<file path="src/hdl/blpc_pkg.sv">
package blpc_pkg;

    // panel geometry
    localparam int LedCount   = 40;
    localparam int GroupCount = 5;

    typedef logic [GroupCount-1:0][7:0] img_t;

    // command codes
    typedef enum logic [3:0] {
        CMD_SET          = 4'd0,
        CMD_CLEAR        = 4'd1,
        CMD_TEST         = 4'd2,
        CMD_BLINK_SET    = 4'd3,
        CMD_BLINK_CLEAR  = 4'd4,
        CMD_BLINK_TEST   = 4'd5,
        CMD_LOAD         = 4'd6,
        CMD_TICK         = 4'd7,
        CMD_SAVE         = 4'd8,
        CMD_RESTORE      = 4'd9,
        CMD_BLINK_STATUS = 4'd10
    } cmd_t;

    // controller to datapath commands
    typedef struct packed {
        logic capture;
        logic execute;
    } dp_cmd_t;

    // logical led number to {byte, bit}
    localparam logic [5:0] LED_MAP [LedCount] = '{
        6'd0,  6'd1,  6'd2,  6'd3,  6'd4,  6'd5,  6'd6,  6'd7,  6'd24, 6'd25,
        6'd8,  6'd9,  6'd10, 6'd11, 6'd12, 6'd13, 6'd14, 6'd15, 6'd26, 6'd27,
        6'd16, 6'd17, 6'd18, 6'd19, 6'd20, 6'd21, 6'd22, 6'd23, 6'd28, 6'd29,
        6'd32, 6'd33, 6'd34, 6'd35, 6'd36, 6'd37, 6'd38, 6'd39, 6'd30, 6'd31
    };

    // change pulse bit for a valid led number
    function automatic logic [3:0] group_pulse(input logic [7:0] n);
        logic [3:0] g;
        if (n < 8'd10)
            g = 4'b0001;
        else if (n < 8'd20)
            g = 4'b0010;
        else if (n < 8'd30)
            g = 4'b0100;
        else
            g = 4'b1000;
        return g;
    endfunction

endpackage

</file>
<file path="src/hdl/blpc_ctrl.sv">
module blpc_ctrl
    import blpc_pkg::*;
(
    input  logic    clk,
    input  logic    rst_n,
    input  logic    in_valid,
    output logic    in_stall,
    output logic    out_valid,
    input  logic    out_stall,
    output dp_cmd_t dp_cmd
);

    typedef enum logic [1:0] {
        ST_IDLE = 2'b01,
        ST_EXEC = 2'b10
    } state_t;

    state_t state_reg, state_next;
    logic   out_valid_reg, out_valid_next;
    logic   out_free;

    // output slot is free when empty or being drained this cycle
    assign out_free = !out_valid_reg || !out_stall;

    // next state and commands
    always_comb
    begin
        state_next     = state_reg;
        out_valid_next = out_valid_reg && out_stall;
        dp_cmd         = '0;
        unique case (state_reg)
            ST_IDLE:
            begin
                if (in_valid)
                begin
                    dp_cmd.capture = 1'b1;
                    state_next     = ST_EXEC;
                end
            end
            ST_EXEC:
            begin
                if (out_free)
                begin
                    dp_cmd.execute = 1'b1;
                    out_valid_next = 1'b1;
                    state_next     = ST_IDLE;
                end
            end
            default:
            begin
                state_next = ST_IDLE;
            end
        endcase
    end

    // state registers
    always_ff @(posedge clk or negedge rst_n)
    begin
        if (!rst_n)
        begin
            state_reg     <= ST_IDLE;
            out_valid_reg <= 1'b0;
        end
        else
        begin
            state_reg     <= state_next;
            out_valid_reg <= out_valid_next;
        end
    end

    assign in_stall  = (state_reg != ST_IDLE);
    assign out_valid = out_valid_reg;

endmodule

</file>
<file path="src/hdl/blpc_datapath.sv">
module blpc_datapath
    import blpc_pkg::*;
(
    input  logic       clk,
    input  logic       rst_n,
    input  dp_cmd_t    dp_cmd,
    input  logic [3:0] command,
    input  logic [7:0] led_number,
    input  logic [7:0] red_byte,
    input  logic [7:0] green_byte,
    input  logic [7:0] control_byte,
    input  logic [7:0] mixer_byte,
    input  logic [7:0] group_byte,
    output logic       led_is_set,
    output logic [7:0] red_pins,
    output logic [7:0] green_pins,
    output logic [7:0] control_pins,
    output logic [7:0] mixer_pins,
    output logic [7:0] group_pins,
    output logic [7:0] change_pulses,
    output logic [7:0] blink_green_status,
    output logic [1:0] blink_extra_status
);

    // captured transaction
    logic [3:0] cmd_reg;
    logic [7:0] num_reg;
    img_t       load_reg;

    // panel state
    img_t on_reg, on_next;
    img_t blink_reg, blink_next;
    img_t saved_on_reg, saved_on_next;
    img_t saved_blink_reg, saved_blink_next;
    img_t pin_reg, pin_next;
    logic phase_reg, phase_next;

    // result registers
    logic       is_set_reg, is_set_next;
    img_t       res_pins_reg;
    logic [7:0] pulses_reg, pulses_next;
    logic [7:0] gstat_reg, gstat_next;
    logic [1:0] xstat_reg, xstat_next;

    // led lookup
    logic       num_ok;
    logic [5:0] map;
    logic [2:0] byte_idx;
    logic [2:0] bit_idx;
    logic [3:0] grp;
    logic       on_cur;
    logic       blink_cur;

    assign num_ok    = (num_reg < 8'(LedCount));
    assign map       = LED_MAP[num_ok ? num_reg[5:0] : 6'd0];
    assign byte_idx  = map[5:3];
    assign bit_idx   = map[2:0];
    assign grp       = group_pulse(num_reg);
    assign on_cur    = on_reg[byte_idx][bit_idx];
    assign blink_cur = blink_reg[byte_idx][bit_idx];

    // command execution
    always_comb
    begin
        on_next          = on_reg;
        blink_next       = blink_reg;
        saved_on_next    = saved_on_reg;
        saved_blink_next = saved_blink_reg;
        pin_next         = pin_reg;
        phase_next       = phase_reg;
        is_set_next      = 1'b0;
        pulses_next      = 8'h00;
        gstat_next       = 8'h00;
        xstat_next       = 2'b00;
        case (cmd_reg)
            CMD_SET:
            begin
                if (num_ok && !on_cur)
                begin
                    on_next[byte_idx][bit_idx] = 1'b1;
                    pulses_next                = {4'b0000, grp};
                end
            end
            CMD_CLEAR:
            begin
                if (num_ok && on_cur)
                begin
                    on_next[byte_idx][bit_idx] = 1'b0;
                    pulses_next                = {4'b0000, grp};
                end
            end
            CMD_TEST:
            begin
                is_set_next = num_ok && on_cur;
            end
            CMD_BLINK_SET:
            begin
                if (num_ok && !blink_cur)
                begin
                    blink_next[byte_idx][bit_idx] = 1'b1;
                    pulses_next                   = {grp, 4'b0000};
                end
            end
            CMD_BLINK_CLEAR:
            begin
                if (num_ok && blink_cur)
                begin
                    blink_next[byte_idx][bit_idx] = 1'b0;
                    pulses_next                   = {grp, 4'b0000};
                end
            end
            CMD_BLINK_TEST:
            begin
                is_set_next = num_ok && blink_cur;
            end
            CMD_LOAD:
            begin
                on_next     = load_reg;
                pulses_next = 8'h0F;
            end
            CMD_TICK:
            begin
                phase_next = !phase_reg;
                for (int i = 0; i < GroupCount; i++)
                begin
                    pin_next[i] = phase_next ? ~on_reg[i] : ~(on_reg[i] ^ blink_reg[i]);
                end
            end
            CMD_SAVE:
            begin
                saved_on_next    = on_reg;
                saved_blink_next = blink_reg;
            end
            CMD_RESTORE:
            begin
                on_next     = saved_on_reg;
                blink_next  = saved_blink_reg;
                pulses_next = 8'hFF;
            end
            CMD_BLINK_STATUS:
            begin
                gstat_next = blink_reg[1];
                xstat_next = blink_reg[3][3:2];
            end
            default:
            begin
            end
        endcase
    end

    // transaction capture, bulk bytes stored in image order except that mixer and group land swapped
    always_ff @(posedge clk)
    begin
        if (dp_cmd.capture)
        begin
            cmd_reg  <= command;
            num_reg  <= led_number;
            load_reg <= {mixer_byte, group_byte, control_byte, green_byte, red_byte};
        end
    end

    // panel state
    always_ff @(posedge clk or negedge rst_n)
    begin
        if (!rst_n)
        begin
            on_reg          <= '0;
            blink_reg       <= '0;
            saved_on_reg    <= '0;
            saved_blink_reg <= '0;
            pin_reg         <= '1;
            phase_reg       <= 1'b1;
        end
        else if (dp_cmd.execute)
        begin
            on_reg          <= on_next;
            blink_reg       <= blink_next;
            saved_on_reg    <= saved_on_next;
            saved_blink_reg <= saved_blink_next;
            pin_reg         <= pin_next;
            phase_reg       <= phase_next;
        end
    end

    // result register
    always_ff @(posedge clk)
    begin
        if (dp_cmd.execute)
        begin
            is_set_reg   <= is_set_next;
            res_pins_reg <= pin_next;
            pulses_reg   <= pulses_next;
            gstat_reg    <= gstat_next;
            xstat_reg    <= xstat_next;
        end
    end

    assign led_is_set         = is_set_reg;
    assign red_pins           = res_pins_reg[0];
    assign green_pins         = res_pins_reg[1];
    assign control_pins       = res_pins_reg[2];
    assign mixer_pins         = res_pins_reg[3];
    assign group_pins         = res_pins_reg[4];
    assign change_pulses      = pulses_reg;
    assign blink_green_status = gstat_reg;
    assign blink_extra_status = xstat_reg;

endmodule

</file>
<file path="src/hdl/blinking_led_panel_controller_core.sv">
// Blinking LED panel controller, 40 LEDs in five 8-bit groups.
// Input channel (in_valid / in_stall) carries one command per transaction:
// set, clear or test an LED or its blink bit, bulk load, refresh tick,
// save, restore or blink status read.
// Output channel (out_valid / out_stall) returns exactly one result per
// command: test answer, the registered active-low pins, change pulses per
// group and the blink status bytes.
// The command is captured when accepted; it executes into the output register
// once that register is free. Commands are not overlapped: the capture and
// execute steps of the controller sequence alternate.
// The result sits in an output register, so a new command is accepted
// while the previous result still waits; if the receiver stalls, the
// next command waits in its execute cycle until the output register drains.
// Reset clears both images and their saved copies, sets the blink phase
// and sets the pin image high (LEDs off); the pin outputs are not reset.
module blinking_led_panel_controller_core
    import blpc_pkg::*;
(
    input  logic       clk,
    input  logic       rst_n,
    input  logic       in_valid,
    output logic       in_stall,
    input  logic [3:0] command,
    input  logic [7:0] led_number,
    input  logic [7:0] red_byte,
    input  logic [7:0] green_byte,
    input  logic [7:0] control_byte,
    input  logic [7:0] mixer_byte,
    input  logic [7:0] group_byte,
    output logic       out_valid,
    input  logic       out_stall,
    output logic       led_is_set,
    output logic [7:0] red_pins,
    output logic [7:0] green_pins,
    output logic [7:0] control_pins,
    output logic [7:0] mixer_pins,
    output logic [7:0] group_pins,
    output logic [7:0] change_pulses,
    output logic [7:0] blink_green_status,
    output logic [1:0] blink_extra_status
);

    dp_cmd_t dp_cmd;

    blpc_ctrl u_ctrl (
        .clk       (clk),
        .rst_n     (rst_n),
        .in_valid  (in_valid),
        .in_stall  (in_stall),
        .out_valid (out_valid),
        .out_stall (out_stall),
        .dp_cmd    (dp_cmd)
    );

    blpc_datapath u_datapath (
        .clk                (clk),
        .rst_n              (rst_n),
        .dp_cmd             (dp_cmd),
        .command            (command),
        .led_number         (led_number),
        .red_byte           (red_byte),
        .green_byte         (green_byte),
        .control_byte       (control_byte),
        .mixer_byte         (mixer_byte),
        .group_byte         (group_byte),
        .led_is_set         (led_is_set),
        .red_pins           (red_pins),
        .green_pins         (green_pins),
        .control_pins       (control_pins),
        .mixer_pins         (mixer_pins),
        .group_pins         (group_pins),
        .change_pulses      (change_pulses),
        .blink_green_status (blink_green_status),
        .blink_extra_status (blink_extra_status)
    );

`ifndef NO_ASSERTIONS
    // an accepted command is executed before the next one is taken
    a_accept_then_busy: assert property (@(posedge clk) disable iff (!rst_n)
        (in_valid && !in_stall) |=> in_stall)
        else $error("command accepted without entering execute");

    // execution never overwrites a result that is still stalled
    a_no_overwrite: assert property (@(posedge clk) disable iff (!rst_n)
        dp_cmd.execute |-> (!out_valid || !out_stall))
        else $error("result overwritten while stalled");

    // a new result only follows an execute cycle
    a_result_source: assert property (@(posedge clk) disable iff (!rst_n)
        $rose(out_valid) |-> $past(dp_cmd.execute))
        else $error("result valid without execute");

    // capture and execute never coincide
    a_cmd_exclusive: assert property (@(posedge clk) disable iff (!rst_n)
        !(dp_cmd.capture && dp_cmd.execute))
        else $error("capture and execute in the same cycle");
`endif

endmodule

</file>
<file path="config.mk">
export PLATFORM = sky130hd
export DESIGN_NAME = blinking_led_panel_controller_core
export DESIGN_NICKNAME = d
export VERILOG_FILES = /design/src/hdl/blpc_pkg.sv /design/src/hdl/blpc_ctrl.sv /design/src/hdl/blpc_datapath.sv /design/src/hdl/blinking_led_panel_controller_core.sv
export SDC_FILE = /design/constraint.sdc
export NUM_CORES = 1
export LEC_CHECK = 0
export BUFFER_PORTS_ARGS = -buffer_cell sky130_fd_sc_hd__buf_2
export CAP_MARGIN = 10
export CORE_MARGIN = 3
export CORE_UTILIZATION = 55
export DETAILED_ROUTE_END_ITERATION = 10
export PLACE_DENSITY = 0.77
export SLEW_MARGIN = 20
export SYNTH_ARGS = -nofsm -noshare
export SYNTH_HDL_FRONTEND = slang
export SYNTH_SLANG_ARGS = --single-unit
export TNS_END_PERCENT = 5
</file>
<file path="constraint.sdc">
create_clock -name clk -period 3.6 [get_ports clk]
set_clock_uncertainty 0.1 [all_clocks]
set_input_delay 0.18 -clock clk [delete_from_list [all_inputs] [get_ports clk]]
set_output_delay 0.18 -clock clk [all_outputs]
set_load 0.005 [all_outputs]
</file>
# == After elaboration in Yosys (flattened, before gate mapping) ==
# Memory sizes are Yosys's and may differ from the RTL's.
# Index checks and enable logic that the tools add are counted.
# totals
ff_bits,315
ram_bits,0
input_bits,56
output_inout_bits,61
n_memories,1
romBits,384
latch_bits,0
# op_classes
addsub,0
eq_ne,19
order_cmp,9
div_mod_pow,0
muxes,45
mul,0
n_bitwise,21
reduce_logical,21
shifts,0
# mem_list
memory,words,word_bits,rd,rd_clocked_by_memory_dff,wr,line,rtl
(no name shown),64,6,1,0,0,blpc_datapath.sv:55,assign map = LED_MAP[num_ok ? num_reg[5:0] : 6'd0];
# ops
op,count
two-way mux 40 bit,5
one-hot mux 40 bit (4 select lines),1
one-hot mux 40 bit (3 select lines),1
bitwise AND 40 bit,2
two-way mux 8 bit,10
inverter 8 bit,10
OR 40 bit,2
binary-select mux 8 bit (select 3 bit),2
one-hot mux 8 bit (6 select lines),1
inverter 40 bit,1
bitwise XOR 8 bit,5
demux 8 bit (select 3 bit),1
two-way mux 4 bit,5
two-way mux 6 bit,3
== test 4 x 3 -> 1 bit (second input constant),4
less-than comparator 8 x 5 -> 1 bit (second input constant),2
== test 4 bit (second input constant),3
inequality test 2 x 1 -> 1 bit (second input constant),6
two-way mux 1 bit,9
== test 4 x 2 -> 1 bit (second input constant),2
less-than comparator 3 x 4 -> 1 bit (second input constant),2
less-than comparator 8 x 4 -> 1 bit (second input constant),1
less-than comparator 8 x 6 -> 1 bit (second input constant),1
AND reduction 4 bit,2
19 further kinds,34

# == Depth between registers and ports, before layout ==
# depth
word_depth,16
depth_mapped,16
ltp_nobuf,9

# == By module ==
# Synthesis repeated with hierarchy kept, for this count alone.
# unflattened
cells_unflattened,1275
hier_area_um2,14432.6
# modules_own_cells
module,seq_area_each_um2,cells_per_inst,area_per_inst_um2,n_inst
blpc_datapath,8414.3,1264,14298.7,1
blpc_ctrl,76.3,11,133.9,1

# == Worst setup path before layout ==
# OpenSTA, ideal clock, no wires.
# synth_path
kind,reg2reg
startpoint,register u_ctrl.state_reg[0]
endpoint,"register u_datapath.cmd_reg[0], enable pin"
period_less_slack_ps,3369
arrival_time_ps,2807
slack_ps,231
required_ps,3038
path_stages_with_launch,3
path_cell_list,dfstp_2 > nand2b_1 > nor2_1
# synth_rtl
element,line,rtl
from (decl),blpc_ctrl.sv:18,"state_t state_reg, state_next;"
from (signal assigned),blpc_ctrl.sv:66,state_reg <= state_next;
to (signal assigned),blpc_datapath.sv:156,cmd_reg <= command;
to (decl),blpc_datapath.sv:26,logic [3:0] cmd_reg;

# == Final worst setup path ==
# layout_path
startpoint,register u_datapath.num_reg[1]
endpoint,register u_datapath.blink_reg[34] (netlist bit)
# layout_between
elab_chain_cells,16
elab_cells_between_ends,32
cone_classes,order compare (5); eq/ne (2); mux (14); bitwise (4); reduce/logical (6); memory (1)
# layout_rtl
element,line,rtl
from (decl),blpc_datapath.sv:27,logic [7:0] num_reg;
from (signal assigned),blpc_datapath.sv:157,num_reg <= led_number;
less-than comparator 8 x 6 -> 1 bit,blpc_datapath.sv:54,assign num_ok = (num_reg < 8'(LedCount));
two-way mux 6 bit,blpc_datapath.sv:55,
inverter 6 -> 7 bit,blpc_datapath.sv:55,
memory read (64 x 6 bit),n/a,
two-way mux 6 bit (2 in a row),blpc_datapath.sv:55,
less-than comparator 3 x 4 -> 1 bit (not written as such) or greater-or-equal comparator 3 x 1 -> 1 bit (tied branches),"blpc_datapath.sv:100, blpc_datapath.sv:108",
logical AND 1 bit (not written as such),"blpc_datapath.sv:100, blpc_datapath.sv:108",
two-way mux 1 bit (not written as such),"blpc_datapath.sv:100, blpc_datapath.sv:108",
demux 1 bit (select 3 bit),n/a,
two-way mux 8 bit (not written as such),"blpc_datapath.sv:100, blpc_datapath.sv:108",
demux 8 bit (select 3 bit),n/a,
inverter 40 bit (no source line),n/a,
bitwise AND 40 bit (no source line),n/a,
two-way mux 40 bit,blpc_datapath.sv:106,if (num_ok && blink_cur)
one-hot mux 40 bit (3 select lines),blpc_datapath.sv:75,case (cmd_reg)
to (signal assigned),blpc_datapath.sv:177,blink_reg <= blink_next;
to (decl),blpc_datapath.sv:32,"img_t blink_reg, blink_next;"
# Several ways; a longest one is shown, not always the timed one. The select of a mux whose other input is x is not followed.
# A chain may end at the register's enable or synchronous reset.

==> out/metrics.csv <==
stage,metric,value,unit
yosys,#FFs+latches synth,315,
yosys,Post-synth ARST share,64.8,%
setup_path,CP max-delay cell,or4b_2,
outcome,status,finished with violations,
yosys,Mapped Area,15200,um2
yosys,Synth area leader,dfrtp_1,
drt,DR iter-0 viols,1635,
final_layout,share of cells above drive strength 1,22.3,%
placed_design,RD Place Congestion,0.958,
cts,CTS Buf Count,34,
setup_path,critical-path cell list,buf_4 > or4b_2 > a21oi_2 > buf_4 > buf_4 > a22o_1 > o21ai_0 > nand4_1 > nor2_4 > buf_2 > buf_4 > nor4_1 > o31ai_1,
drt,Detailed Route WL,45.4,mm
grt,first-pass GRT wire length,69.4,mm
final_layout,sequential cell area,8490,um2
power_and_ir_drop,sw frac,26.9,%
setup_path,reg2reg path depth,13,
cts,Clock Latency Late Sink,0.52,ns
setup_path,worst path bufs/invs,5,
sta,worst-margin pin slew,0.796,ns
power_and_ir_drop,Comb power frac,12.3,%
floorplanning,Die X,172,um
drt,residual DRC count,2,
setup_path,CP startpoint kind,register,
power_and_ir_drop,P_int,6.52,mW
cts,TritonCTS clock tree,yes,
sta,min cycle time layout,3.50,ns
final_layout,Inserted Diodes,0,
yosys,Post-synth EDFFs,111,
final_layout,Filler cells,2014,
sta,Hold Fails Final Rpt,0,
cts,H-tree levels,2,
setup_path,critical-path maximum fanout,9,
setup_path,Critical Path AT,3.78,ns
yosys,Main synth FF type,dfrtp_1,
floorplanning,Cell Rows,60,
yosys,post-synth cell types,70,
cts,Max clock buf depth,3,
sta,Setup TNS Final,0,ns
drt,drt via density,6.14,
final_layout,multi-input logic area,6150,um2
yosys,Syn Inst Count,1527,
flow_run,Max-Cap Viols,0,
floorplanning,core area,27100,um2
final_layout,final core occ,67.9,%
sta,final number of max-transition violations,0,
setup_path,Worst path depth,13,
setup_path,most frequent cell on the critical path,buf_4,
yosys,Syn Area/Cell,9.97,um2
sta,unrepaired setup endpoints after global routing,yes,
setup_path,WS Path Type,register to register,
setup_path,Top delay family on crit path,simple AND/OR/NAND/NOR gates,
drt,Post-DRT Antenna Nets,0,
hold_path,worst hold path type,input port to asynchronous set/reset pin,
sta,worst rel slew slack,46.8,%
floorplanning,die footprint,29700,um2
power_and_ir_drop,clock share of power,38.8,%
cts,clock sink count,315,
yosys,top-area cell type share of the netlist area,26.6,%
grt,Total GRT Usage,30.3,%
cts,clk root buf,clkbuf_16,
power_and_ir_drop,Sw Pwr,2.40,mW
setup_path,crit end category,register,
setup_path,Worst EP required,3.88,ns
yosys,Synthesis Warnings,0,
grt,vias in the first global route,12200,
sta,Fmax,286,MHz
yosys,register area share after synthesis,55.8,%
grt,largest net degree at the start of global routing,91,
power_and_ir_drop,leakage power total,7.38,nW
floorplanning,Vert. Die Dim,172,um
cts,clk slew on worst S/H paths,0.06,ns
placed_design,Detail Placement HPWL,30.3,mm
sta,period utilisation layout,97.2,%
yosys,Post-Syn Nets,1583,
setup_path,CP max stage delay,0.68,ns
outcome,failing checks,DRC,
drt,number of detailed-route iterations in the first pass,11,
final_layout,P&R area growth vs syn,20.8,%
placed_design,IO Port Bufs,116,
power_and_ir_drop,VDD IR max,0.409,mV
drt,WL/cell,21.4,um
power_and_ir_drop,Total Power,8.92,mW
floorplanning,Initial Util,56.2,%
grt,GRT overflow,0,
grt,initial antenna violation count,0,
power_and_ir_drop,Flop pwr share,48.9,%
final_layout,final net count,1775,
floorplanning,io pins,117,
drt,via count,13000,
power_and_ir_drop,Power per Cell Area,485,nW/um2
sta,final setup vio count,0,
yosys,ranking of synthesized cells by area,"dfrtp_1, edfxtp_1, nand2_1",
## cells by family (layout without fill, tap and decap cells)
| kind of cell | Yosys count | count (layout) | share of synthesized area, % |
|---|---|---|---|
| AOI/OAI and AO/OA | 434 | 434 | 18.9 |
| xor gates and xnor gates | 44 | 44 | 2.53 |
| buffers and inverters | 160 | 378 | 4.58 |
| DFF | 315 | 315 | 55.8 |
| muxes | 42 | 42 | 3.08 |
| and+or+nand+nor | 532 | 532 | 15.1 |
## power groups by stage
stage | clock, mW | sequential (mW) | combinational (mW)
finish | 3.46 | 4.37 | 1.09
global route | 3.65 | 4.39 | 1.21
detailed placement | 0 | 4.42 | 1.00
CTS | 3.50 | 4.36 | 1.05
floorplan | 0 | 4.28 | 0.639
global placement | 0 | 4.41 | 0.977
## worst paths after layout
path | from | end | slack [ns]
worst max-delay path | u_datapath.num_reg[1] | u_datapath.blink_reg[34] | 0.10
max in group asynchronous | rst_n | u_ctrl.state_reg[0] | 2.26
worst max register to register | u_datapath.num_reg[1] | u_datapath.blink_reg[34] | 0.10
min in group clk | green_byte[6] | u_datapath.load_reg[14] | 0.26
worst min register to register | u_datapath.saved_blink_reg[6] | u_datapath.blink_reg[6] | 0.37
worst min-delay path | rst_n | u_datapath.saved_on_reg[6] | 0.13
## cell type report
type | instances | share of cell area (%)
Clock inverter | 15 | 0.816
Sequential cell | 315 | 46.2
Multi-Input combinational cell | 1052 | 33.4
Timing Repair Buffer | 268 | 10.9
Tap cell | 372 | 2.53
Clock buffer | 47 | 5.17
Inverter | 48 | 0.980
## Yosys cell counts, types with 34 or more instances
master	instances
nor3_1	53
dfrtp_1	162
dfstp_2	42
a22oi_1	41
inv_1	48
o31ai_1	42
o21ai_0	163
nor2_1	66
mux2_2	39
a32oi_1	34
edfxtp_1	111
xnor2_1	43
a21oi_1	52
nand2_1	329
clkbuf_1	72
## metal layers
| layer | routed length, um | vias up | share of wire, % | GRT usage (%) |
|---|---|---|---|---|
| met3 | 4530 | 106 | 10 | 6.45 |
| met4 | 1430 | 0 | 3.1 | 10.1 |
| met5 | 0 | - | 0 | 0 |
| li1 | - | 5910 | - | - |
| met1 | 19000 | 6266 | 42 | 43.6 |
| met2 | 20400 | 716 | 45 | 46.2 |
## worst reg2reg max path, stage by stage, from the launching register on
cell      delay [ns]
edfxtp_1        0.47
buf_4           0.20
or4b_2          0.68
a21oi_2         0.18
buf_4           0.18
buf_4           0.20
a22o_1          0.24
o21ai_0         0.12
nand4_1         0.19
nor2_4          0.10
buf_2           0.17
buf_4           0.17
nor4_1          0.26
o31ai_1         0.11
## metrics by stage
stage	cell area, um2	hold WS [ns]	worst slack [ns]	std cells
floorplan	15200	-0.216	0.231	1527
global placement	16600	0.126	0.124	1984
finish	18400	0.129	0.100	2117
CTS	18200	0.152	0.0171	2101
detailed placement	16600	0.129	0.0629	1984
global route	18400	0.191	-0.0262	2117
## layout by cell type, fill, tap and decap left out, drive strengths merged, types with 5 or more instances in the layout
master and count:
a211oi 5, a21oi 52, a221oi 12, a222oi 19, a22oi 41, a31o 5
a31oi 8, a32oi 34, and2 13, buf 211, clkbuf 49, clkinv 9
dfrtp 162, dfstp 42, dlygate4sd3 55, edfxtp 111, inv 52, mux2 39
nand2 329, nand2b 12, nand3 14, nand4 5, nor2 68, nor2b 6
nor3 53, nor4 9, o211ai 5, o21ai 168, o221ai 9, o22ai 10
o31ai 42, or2 5, xnor2 43
## timing repair
item	CTS	global route
resized for setup	0	12
setup buffers	0	15
setup endpoints to repair	0	86
hold buffers	55	0
endpoints found under the hold margin	126	0
(Power assumes the default switching activity.)
